==> config.mk <==
export PLATFORM = sky130hd
export DESIGN_NAME = categorical_naive_bayes_classifier
export DESIGN_NICKNAME = d
export VERILOG_FILES = /design/src/rtl/core/cnb_pkg.sv /design/src/rtl/core/cnb_ram.sv /design/src/rtl/core/cnb_tally.sv /design/src/rtl/core/cnb_cmp.sv /design/src/rtl/core/categorical_naive_bayes_classifier.sv
export SDC_FILE = /design/constraint.sdc
export NUM_CORES = 2
export LEC_CHECK = 0
export BUFFER_PORTS_ARGS = -buffer_cell sky130_fd_sc_hd__buf_2
export CORE_MARGIN = 2
export CORE_UTILIZATION = 63
export DETAILED_ROUTE_END_ITERATION = 8
export HOLD_SLACK_MARGIN = 0.15
export PLACE_DENSITY = 0.85
export SKIP_LAST_GASP = 1
export SYNTH_ARGS = -nofsm -noshare
export SYNTH_HDL_FRONTEND = slang
export SYNTH_SLANG_ARGS = --single-unit
==> constraint.sdc <==
create_clock -name i_clk -period 6.3 [get_ports i_clk]
set_clock_uncertainty 0.15 [all_clocks]
set_input_delay 0 -clock i_clk [delete_from_list [all_inputs] [get_ports i_clk]]
set_output_delay 0 -clock i_clk [all_outputs]
set_load 0.005 [all_outputs]
==> src/rtl/core/cnb_pkg.sv <==
// cnb_pkg: shared types and constants for the categorical naive Bayes block.
// Command and result beat structs, command codes, inter-module control structs.
// No dependencies.
package cnb_pkg;

    localparam int CNT_W  = 5;
    localparam int CODE_W = 8;

    localparam logic [1:0] FUNC_LOAD  = 2'd0;
    localparam logic [1:0] FUNC_QUERY = 2'd1;
    localparam logic [1:0] FUNC_CLEAR = 2'd2;

    typedef struct packed {
        logic [1:0]        func;
        logic [CODE_W-1:0] feat0;
        logic [CODE_W-1:0] feat1;
        logic [CODE_W-1:0] feat2;
        logic [CODE_W-1:0] feat3;
        logic              train_label;
    } t_cmd;

    typedef struct packed {
        logic              predicted_label;
        logic [CNT_W-1:0]  class1_rows;
        logic [CNT_W-1:0]  class0_rows;
        logic [CNT_W-1:0]  match1_f0;
        logic [CNT_W-1:0]  match1_f1;
        logic [CNT_W-1:0]  match1_f2;
        logic [CNT_W-1:0]  match1_f3;
        logic [CNT_W-1:0]  match0_f0;
        logic [CNT_W-1:0]  match0_f1;
        logic [CNT_W-1:0]  match0_f2;
        logic [CNT_W-1:0]  match0_f3;
    } t_res;

    // tally control: clear at query start, accumulate on a valid row read
    typedef struct packed {
        logic clr;
        logic vld;
    } t_tally_ctl;

    // compare unit status
    typedef struct packed {
        logic done;
        logic gt;
    } t_cmp_sts;

endpackage

==> src/rtl/core/cnb_ram.sv <==
// cnb_ram: generic single-write, single-read RAM with registered read data.
// No dependencies.
module cnb_ram #(
    parameter int W = 33,
    parameter int D = 16
) (
    input  logic                                 i_clk,
    input  logic                                 i_we,
    input  logic [((D > 1) ? $clog2(D) : 1)-1:0] i_waddr,
    input  logic [W-1:0]                         i_wdata,
    input  logic                                 i_re,
    input  logic [((D > 1) ? $clog2(D) : 1)-1:0] i_raddr,
    output logic [W-1:0]                         o_rdata
);
    logic [W-1:0] r_mem [D];
    logic [W-1:0] r_rdata;

    always_ff @(posedge i_clk) begin
        if (i_we) begin
            r_mem[i_waddr] <= i_wdata;
        end
        if (i_re) begin
            r_rdata <= r_mem[i_raddr];
        end
    end

    assign o_rdata = r_rdata;
endmodule

==> src/rtl/core/cnb_tally.sv <==
// cnb_tally: per-feature, per-class match counters and class row counters.
// Fed one stored row per beat from the row RAM. Depends on cnb_pkg.
module cnb_tally #(
    parameter int NF = 4,
    parameter int FB = 8,
    parameter int CW = 5
) (
    input  logic                   i_clk,
    input  cnb_pkg::t_tally_ctl    i_ctl,
    input  logic [NF*FB:0]         i_row,
    input  logic [NF*FB-1:0]       i_query,
    output logic [CW-1:0]          o_m1 [4],
    output logic [CW-1:0]          o_m0 [4],
    output logic [CW-1:0]          o_c1,
    output logic [CW-1:0]          o_c0
);
    import cnb_pkg::*;

    logic [CW-1:0] r_c1;
    logic [CW-1:0] r_c0;
    logic          w_label;

    assign w_label = i_row[0];

    always_ff @(posedge i_clk) begin
        if (i_ctl.clr) begin
            r_c1 <= '0;
            r_c0 <= '0;
        end else if (i_ctl.vld) begin
            if (w_label) begin
                r_c1 <= r_c1 + CW'(1);
            end else begin
                r_c0 <= r_c0 + CW'(1);
            end
        end
    end

    for (genvar j = 0; j < 4; j++) begin : g_feat
        if (j < NF) begin : g_used
            logic [CW-1:0] r_hit1;
            logic [CW-1:0] r_hit0;
            logic          w_eq;

            assign w_eq = (i_row[1 + j*FB +: FB] == i_query[j*FB +: FB]);

            always_ff @(posedge i_clk) begin
                if (i_ctl.clr) begin
                    r_hit1 <= '0;
                    r_hit0 <= '0;
                end else if (i_ctl.vld && w_eq) begin
                    if (w_label) begin
                        r_hit1 <= r_hit1 + CW'(1);
                    end else begin
                        r_hit0 <= r_hit0 + CW'(1);
                    end
                end
            end

            assign o_m1[j] = r_hit1;
            assign o_m0[j] = r_hit0;
        end else begin : g_unused
            assign o_m1[j] = '0;
            assign o_m0[j] = '0;
        end
    end

    assign o_c1 = r_c1;
    assign o_c0 = r_c0;
endmodule

==> src/rtl/core/cnb_cmp.sv <==
// cnb_cmp: sequential exact likelihood compare by cross-multiplication.
// One factor per side per cycle; prod(m1)*c0^NF against prod(m0)*c1^NF.
// Depends on cnb_pkg.
module cnb_cmp #(
    parameter int NF = 4,
    parameter int CW = 5
) (
    input  logic               i_clk,
    input  logic               i_rst_n,
    input  logic               i_start,
    input  logic [CW-1:0]      i_m1 [4],
    input  logic [CW-1:0]      i_m0 [4],
    input  logic [CW-1:0]      i_c1,
    input  logic [CW-1:0]      i_c0,
    output cnb_pkg::t_cmp_sts  o_sts
);
    import cnb_pkg::*;

    localparam int         ACC_W = 2 * NF * CW;
    localparam logic [1:0] LAST  = 2'(NF - 1);

    logic [ACC_W-1:0]    r_lhs;
    logic [ACC_W-1:0]    r_rhs;
    logic [1:0]          r_j;
    logic                r_ph;
    logic                r_run;
    logic                r_fin;
    t_cmp_sts            r_sts;
    logic [CW-1:0]       w_fac_l;
    logic [CW-1:0]       w_fac_r;
    logic [ACC_W+CW-1:0] w_prod_l;
    logic [ACC_W+CW-1:0] w_prod_r;

    // even phase: match count of feature r_j; odd phase: other class size
    assign w_fac_l  = r_ph ? i_c0 : i_m1[r_j];
    assign w_fac_r  = r_ph ? i_c1 : i_m0[r_j];
    assign w_prod_l = r_lhs * w_fac_l;
    assign w_prod_r = r_rhs * w_fac_r;

    always_ff @(posedge i_clk) begin
        if (!i_rst_n) begin
            r_run <= 1'b0;
            r_fin <= 1'b0;
            r_sts <= '0;
        end else begin
            if (i_start) begin
                r_run      <= 1'b1;
                r_fin      <= 1'b0;
                r_sts.done <= 1'b0;
            end else if (r_run && r_ph && (r_j == LAST)) begin
                r_run      <= 1'b0;
                r_fin      <= 1'b1;
                r_sts.done <= 1'b0;
            end else if (r_fin) begin
                r_fin      <= 1'b0;
                r_sts.done <= 1'b1;
                r_sts.gt   <= (i_c1 != '0) && (i_c0 != '0) && (r_lhs > r_rhs);
            end else begin
                r_sts.done <= 1'b0;
            end
        end
    end

    always_ff @(posedge i_clk) begin
        if (i_start) begin
            r_lhs <= ACC_W'(1);
            r_rhs <= ACC_W'(1);
            r_j   <= 2'd0;
            r_ph  <= 1'b0;
        end else if (r_run) begin
            r_lhs <= w_prod_l[ACC_W-1:0];
            r_rhs <= w_prod_r[ACC_W-1:0];
            r_ph  <= ~r_ph;
            if (r_ph) begin
                r_j <= r_j + 2'd1;
            end
        end
    end

    assign o_sts = r_sts;

`ifndef ASSERT_OFF
    a_start_idle: assert property (@(posedge i_clk) disable iff (!i_rst_n)
        i_start |-> !r_run && !r_fin)
        else $error("compare started while running");
    a_done_after_fin: assert property (@(posedge i_clk) disable iff (!i_rst_n)
        $rose(r_sts.done) |-> $past(r_fin))
        else $error("done without final step");
    a_run_fin_excl: assert property (@(posedge i_clk) disable iff (!i_rst_n)
        !(r_run && r_fin))
        else $error("run and final overlap");
`endif
endmodule

==> src/rtl/core/categorical_naive_bayes_classifier.sv <==
// categorical_naive_bayes_classifier: two-class categorical naive Bayes, top level.
// Holds the row RAM, command FSM and row walk; uses cnb_ram, cnb_tally, cnb_cmp
// and cnb_pkg.
//
//  channel   | ports                 | handshake
//  ----------+-----------------------+----------------------------------------
//  command   | start, busy, i_cmd    | beat taken at edge with start & !busy
//  result    | o_done, o_res         | one-cycle strobe, no back-pressure
//
// Load and clear never raise busy; busy stays low after them.
// A query holds busy through the row walk and the compare: one RAM read per
// stored row (single read port, registered read data), then one multiply step
// per factor on each side of the compare. The result strobes in the same cycle
// that busy drops. Synchronous active-low reset empties the table at once; the
// row RAM itself is not cleared. The result side cannot stall.
module categorical_naive_bayes_classifier #(
    parameter int MAX_ROWS     = 16,
    parameter int NUM_FEATURES = 4,
    parameter int FEATURE_BITS = 8
) (
    input  logic          i_clk,
    input  logic          i_rst_n,
    input  logic          start,
    output logic          busy,
    input  cnb_pkg::t_cmd i_cmd,
    output logic          o_done,
    output cnb_pkg::t_res o_res
);
    import cnb_pkg::*;

    localparam int CW = $clog2(MAX_ROWS + 1);          // holds 0..MAX_ROWS
    localparam int AW = (MAX_ROWS > 1) ? $clog2(MAX_ROWS) : 1;
    localparam int QW = NUM_FEATURES * FEATURE_BITS;
    localparam int RW = QW + 1;                        // codes plus label
    localparam logic [CW-1:0] ROWS_MAX = CW'(MAX_ROWS);

    localparam logic [1:0] S_IDLE = 2'd0;
    localparam logic [1:0] S_WALK = 2'd1;
    localparam logic [1:0] S_MUL  = 2'd2;

    logic [1:0]    r_state;
    logic [1:0]    n_state;
    logic [CW-1:0] r_rows;           // rows held
    logic [CW-1:0] n_rows;
    logic [CW-1:0] r_addr;           // next row to read during the walk
    logic [CW-1:0] n_addr;
    logic          r_rvld;           // RAM read data valid this cycle
    logic [QW-1:0] r_query;
    logic          r_done;
    t_res          r_res;

    logic          w_acc;
    logic          w_we;
    logic          w_re;
    logic          w_cmp_go;
    logic [7:0]    w_feat [4];
    logic [QW-1:0] w_codes;
    logic [RW-1:0] w_rdata;
    t_tally_ctl    w_tctl;
    t_cmp_sts      w_sts;
    logic [CW-1:0] w_m1 [4];
    logic [CW-1:0] w_m0 [4];
    logic [CW-1:0] w_c1;
    logic [CW-1:0] w_c0;

    assign busy  = (r_state != S_IDLE);
    assign w_acc = start && !busy;

    assign w_feat[0] = i_cmd.feat0;
    assign w_feat[1] = i_cmd.feat1;
    assign w_feat[2] = i_cmd.feat2;
    assign w_feat[3] = i_cmd.feat3;

    // only the low FEATURE_BITS of each code count
    always_comb begin
        w_codes = '0;
        for (int j = 0; j < NUM_FEATURES; j++) begin
            w_codes[j*FEATURE_BITS +: FEATURE_BITS] = FEATURE_BITS'(w_feat[j]);
        end
    end

    // loads past capacity are dropped
    assign w_we = w_acc && (i_cmd.func == FUNC_LOAD) && (r_rows != ROWS_MAX);
    assign w_re = (r_state == S_WALK) && (r_addr != r_rows);

    // walk is over once every row was issued and the last read came back
    assign w_cmp_go = (r_state == S_WALK) && (r_addr == r_rows) && !r_rvld;

    always_comb begin
        n_state = r_state;
        n_rows  = r_rows;
        n_addr  = r_addr;
        case (r_state)
            S_IDLE: begin
                if (w_acc) begin
                    case (i_cmd.func)
                        FUNC_LOAD: begin
                            if (w_we) begin
                                n_rows = r_rows + CW'(1);
                            end
                        end
                        FUNC_QUERY: begin
                            n_state = S_WALK;
                            n_addr  = '0;
                        end
                        FUNC_CLEAR: begin
                            n_rows = '0;
                        end
                        default: begin
                        end
                    endcase
                end
            end
            S_WALK: begin
                if (w_re) begin
                    n_addr = r_addr + CW'(1);
                end
                if (w_cmp_go) begin
                    n_state = S_MUL;
                end
            end
            S_MUL: begin
                if (w_sts.done) begin
                    n_state = S_IDLE;
                end
            end
            default: begin
                n_state = S_IDLE;
            end
        endcase
    end

    always_ff @(posedge i_clk) begin
        if (!i_rst_n) begin
            r_state <= S_IDLE;
            r_rows  <= '0;
            r_rvld  <= 1'b0;
            r_done  <= 1'b0;
        end else begin
            r_state <= n_state;
            r_rows  <= n_rows;
            r_rvld  <= w_re;
            r_done  <= (r_state == S_MUL) && w_sts.done;
        end
    end

    always_ff @(posedge i_clk) begin
        r_addr <= n_addr;
        if (w_acc && (i_cmd.func == FUNC_QUERY)) begin
            r_query <= w_codes;
        end
        if ((r_state == S_MUL) && w_sts.done) begin
            r_res.predicted_label <= w_sts.gt;
            r_res.class1_rows     <= CNT_W'(w_c1);
            r_res.class0_rows     <= CNT_W'(w_c0);
            r_res.match1_f0       <= CNT_W'(w_m1[0]);
            r_res.match1_f1       <= CNT_W'(w_m1[1]);
            r_res.match1_f2       <= CNT_W'(w_m1[2]);
            r_res.match1_f3       <= CNT_W'(w_m1[3]);
            r_res.match0_f0       <= CNT_W'(w_m0[0]);
            r_res.match0_f1       <= CNT_W'(w_m0[1]);
            r_res.match0_f2       <= CNT_W'(w_m0[2]);
            r_res.match0_f3       <= CNT_W'(w_m0[3]);
        end
    end

    cnb_ram #(
        .W (RW),
        .D (MAX_ROWS)
    ) u_rows (
        .i_clk   (i_clk),
        .i_we    (w_we),
        .i_waddr (r_rows[AW-1:0]),
        .i_wdata ({w_codes, i_cmd.train_label}),
        .i_re    (w_re),
        .i_raddr (r_addr[AW-1:0]),
        .o_rdata (w_rdata)
    );

    assign w_tctl.clr = w_acc && (i_cmd.func == FUNC_QUERY);
    assign w_tctl.vld = r_rvld;

    cnb_tally #(
        .NF (NUM_FEATURES),
        .FB (FEATURE_BITS),
        .CW (CW)
    ) u_tally (
        .i_clk   (i_clk),
        .i_ctl   (w_tctl),
        .i_row   (w_rdata),
        .i_query (r_query),
        .o_m1    (w_m1),
        .o_m0    (w_m0),
        .o_c1    (w_c1),
        .o_c0    (w_c0)
    );

    cnb_cmp #(
        .NF (NUM_FEATURES),
        .CW (CW)
    ) u_cmp (
        .i_clk   (i_clk),
        .i_rst_n (i_rst_n),
        .i_start (w_cmp_go),
        .i_m1    (w_m1),
        .i_m0    (w_m0),
        .i_c1    (w_c1),
        .i_c0    (w_c0),
        .o_sts   (w_sts)
    );

    assign o_done = r_done;
    assign o_res  = r_res;

`ifndef ASSERT_OFF
    a_rows_bound: assert property (@(posedge i_clk) disable iff (!i_rst_n)
        r_rows <= ROWS_MAX)
        else $error("row count beyond capacity");
    a_addr_bound: assert property (@(posedge i_clk) disable iff (!i_rst_n)
        (r_state == S_WALK) |-> (r_addr <= r_rows))
        else $error("walk address past stored rows");
    a_query_busy: assert property (@(posedge i_clk) disable iff (!i_rst_n)
        (w_acc && (i_cmd.func == FUNC_QUERY)) |=> busy)
        else $error("query accepted but block not busy");
    a_done_pulse: assert property (@(posedge i_clk) disable iff (!i_rst_n)
        o_done |=> !o_done)
        else $error("result strobe longer than one cycle");
    a_rows_walk_stable: assert property (@(posedge i_clk) disable iff (!i_rst_n)
        (busy && $past(busy)) |-> $stable(r_rows))
        else $error("row count changed during a query");
`endif
endmodule
==> impl_metrics.tcl <==
set metrics [dict create \
    status "finished clean" \
    regArea_mm2 0.0224 \
    rsz0062_at_grt "yes" \
    die_area_mm2 0.0688 \
    core_mm2 0.0659 \
    maxCapViolCount 0 \
    cts.sinks 795 \
    finalPower_w 0.0122 \
    finalHoldViolations 0 \
    wl_per_cell_um 26.7 \
    min_path_cells 2 \
    crit_path_end_kind "register" \
    ant_nets 0 \
    via_per_inst 6.47 \
    vias 27321 \
    synth_top_area_cell "edfxtp_1" \
    final_cells 4223 \
    r2r_end "u_cmp.r_rhs[31]$_SDFFE_PP0P_" \
    ys_seq_area_share_pct 53.3 \
    r2r_start "u_cmp.r_j[1]$_SDFFE_PP0P_" \
    area_growth_pct 12.3 \
    worst_pin_slew_ns 1.36 \
    power_density_mw_per_mm2 259 \
    drc_errors 0 \
    die_w_um 262 \
    vdd_drop_max_mv 0.308 \
    cts_buffer_depth 3 \
    synth_top_area_share_pct 46.4 \
    dp_hpwl_um 63500 \
    r2r_slack_ns 0.21 \
    path_buf_inv 2 \
    multi_input_comb_area_mm2 0.0181 \
    avgSynthCellArea_um2 13.5 \
    hp-class "in -> reg" \
    syn_inst 3114 \
    final_nets 3693 \
    ys_async_sr_fraction_pct 0 \
    totalWireLength_um 113000 \
    rr_worst_depth 18 \
    yosys_warnings 0 \
    first_iter_violations 2967 \
    gr-total-overflow 0 \
    fin_crit_sh_pct 96.6 \
    place_congestion 0.930 \
    critPathLaunchType "register" \
    start_util_pct 63.8 \
    ios 91 \
    cts_tree "done" \
    cts-root-buf "clkbuf_16" \
    nFillCells 3988 \
    cts_setup_buffers 0 \
    min_from "i_cmd[28]" \
    synth_edf_count 649 \
    cpPeakStageDelay_ns 0.66 \
    drive_above_1_share_pct 14.7 \
    layout_min_cycle_time_ns 6.09 \
    path_cells "mux4_2 > mux2i_4 > buf_12 > nand2b_1 > fa_1 > fa_1 > fa_1 > inv_1 > ha_1 > o211ai_1 > o211ai_1 > a31oi_2 > o31ai_2 > a211oi_2 > nor2_1 > a211o_1 > a2111o_1 > o211ai_1" \
    fp-row-count 94 \
    htree_num_levels 3 \
    clkSlewWorstSetupHoldPaths_ns 0.07 \
    dr.pass1.iters 6 \
    syn-cell-area_mm2 0.0420 \
    required_ns 6.74 \
    cts_made_buffers 80 \
    slowest_stage "dfxtp_1" \
    antenna_found_initial 4 \
    cp_max_fo 37 \
    crit_family "compound AO/OA/AOI/OAI gates" \
    final_util_pct 71.7 \
    setup.worst_path.class "reg -> reg" \
    die_h_um 262 \
    synth-main-ff-cell "edfxtp_1" \
    yosysUniqueCellTypes 78 \
    io_buffers 90 \
    grtUsageTotal_pct 33.2 \
    fin_hold_ws_ns 0.168 \
    relSlewSlack_pct 8.33 \
    placed_cells 4007 \
    slew_violations 0 \
    clk_latency_ns 0.66 \
    setup_violations 0 \
    synth_seq_cells 795 \
    grt_pass1_wl_um 172000 \
    max_freq_ghz 0.164 \
    grt_pass1_vias 28779 \
    hold_end "u_rows.r_mem[13][4]$_DFFE_PP_" \
    leakage_nw 18.2 \
    synthesis.nets 3508 \
    arrival_ns 6.52 \
    synth_top_cells_by_area "edfxtp_1 (46%), fa_1 (10%), mux4_2 (9.4%)" \
    grt_start_max_net_pins 90 \
]
## timing repair
action	4_1_cts	5_1_grt
setup endpoints to repair	0	10
gates resized for setup	0	7
endpoints found under the hold margin	619	0
hold buffers	74	0
## per-layer routing
layer / track usage [%] / wire length, um
met5: 0 / 26
met3: 5.66 / 9620
met4: 19.2 / 7260
met1: 39.6 / 37800
met2: 57.3 / 58100
## placed cells by master, fill, tap and decap left out, types with 9 or more instances in the layout
cell type,netlist,layout
dlygate4sd3_1,0,74
nand2_1,165,165
nand3_1,30,30
clkinv_1,1,10
nor3_1,31,26
clkbuf_16,0,80
buf_2,5,90
buf_4,0,50
dfxtp_1,146,145
and3_1,15,15
mux2i_1,52,46
ha_1,142,142
nor2b_1,140,140
o21bai_1,10,10
a21o_1,46,46
o211ai_1,9,9
nor4_1,10,9
fa_1,214,214
a211oi_1,19,18
mux4_2,175,175
and2_1,18,18
nor2_1,297,284
xor2_1,84,84
inv_1,343,343
edfxtp_1,649,649
nand4_1,32,32
clkinv_2,0,15
o21ai_0,70,69
clkbuf_1,91,16
nand2b_1,48,48
a21oi_1,80,79
nor2_4,0,12
o21a_1,10,10
xnor2_1,67,67
## logic make-up after synthesis
kind of cell	share of synthesized area, %
simple gates	9.16
flops	53.3
buf+inv	4.13
fa+ha+maj	14.4
compound gates	5.07
mux	10.8
xor+xnor	3.15
## worst register-to-register path, delay by kind of cell, from the launching register on
kind            cells  cell delay (ns)
mux                 2             0.70
fa+ha+maj           4             1.73
buf+inv             2             0.30
flops               1             0.66
simple gates        2             0.28
compound gates      8             2.20
## stage by stage
| step | instance area (um2) | setup TNS [ns] | setup WS (ns) |
|---|---|---|---|
| 2_1_floorplan | 42000 | 0 | 0.534 |
| 3_3_place_gp | 43800 | 0 | 0.377 |
| 3_5_place_dp | 43800 | 0 | 0.195 |
| 4_1_cts | 47200 | 0 | 0.143 |
| 5_1_grt | 47200 | -0.123 | -0.120 |
| 6_report | 47200 | 0 | 0.213 |
## flip-flops by register name (all words and copies together) (netlist names), 5 cells and up
name and cells:
o_res 51, u_rows.r_mem 528, u_tally.o_c1 5, u_cmp.r_rhs 40, u_cmp.r_lhs 40, r_rows 5
u_tally.g_feat.g_used.r_hit0 20, u_tally.o_c0 5, u_tally.g_feat.g_used.r_hit1 20, r_query 32, r_addr 5, u_rows.o_rdata 33
## power by group
group	leakage [nW]	switching (W)	internal, W
clock	1.28	0.00220	0.00269
sequential	7.06	0.000195	0.00584
combinational	9.89	0.000806	0.000514
total	18.2	0.00320	0.00905
## area by class of cell
class	instances	area share (%)
antenna	1	0.00530
clock buffer	98	4.43
clock inverter	43	1.16
inverter	344	2.73
multi-input combinational	1860	38.4
sequential	795	47.5
tap	864	2.29
timing repair buffer	218	3.49
## cells in the mapped netlist (all sizes together), types with 3 or more instances
library cell	count
a2111o	3
a2111oi	4
a211oi	22
a21o	46
a21oi	81
a221o	3
a221oi	4
a311oi	4
a31oi	9
and2	18
and3	15
buf	24
clkbuf	91
dfxtp	146
edfxtp	649
fa	214
ha	142
inv	343
mux2i	54
mux4	175
nand2	165
nand2b	48
nand3	30
nand4	32
nor2	297
nor2b	140
nor3	31
nor4	11
o211ai	9
o21a	10
o21ai	73
o21bai	10
o22ai	7
o311ai	3
o31ai	7
or3	8
xnor2	67
xor2	84
## how the worst max path moves through the flow
| stage | from | to | slack (ns) | cells past startpoint |
|---|---|---|---|---|
| 2_1_floorplan | u_cmp.r_j[0]$_SDFFE_PP0P_ | u_cmp.r_rhs[28]$_SDFFE_PP0P_ | 0.53 | 21 |
| 3_3_place_gp | u_cmp.r_j[0]$_SDFFE_PP0P_ | u_cmp.r_rhs[28]$_SDFFE_PP0P_ | 0.38 | 20 |
| 3_5_place_dp | u_cmp.r_j[0]$_SDFFE_PP0P_ | u_cmp.r_lhs[39]$_SDFFE_PP0P_ | 0.20 | 20 |
| 4_1_cts | u_cmp.r_j[1]$_SDFFE_PP0P_ | u_cmp.r_lhs[37]$_SDFFE_PP0P_ | 0.14 | 19 |
| 5_1_grt | u_cmp.r_j[0]$_SDFFE_PP0P_ | u_cmp.r_lhs[37]$_SDFFE_PP0P_ | -0.12 | 20 |
| 6_report | u_cmp.r_j[1]$_SDFFE_PP0P_ | u_cmp.r_rhs[31]$_SDFFE_PP0P_ | 0.21 | 18 |
Power figures use the tool's default switching activity.
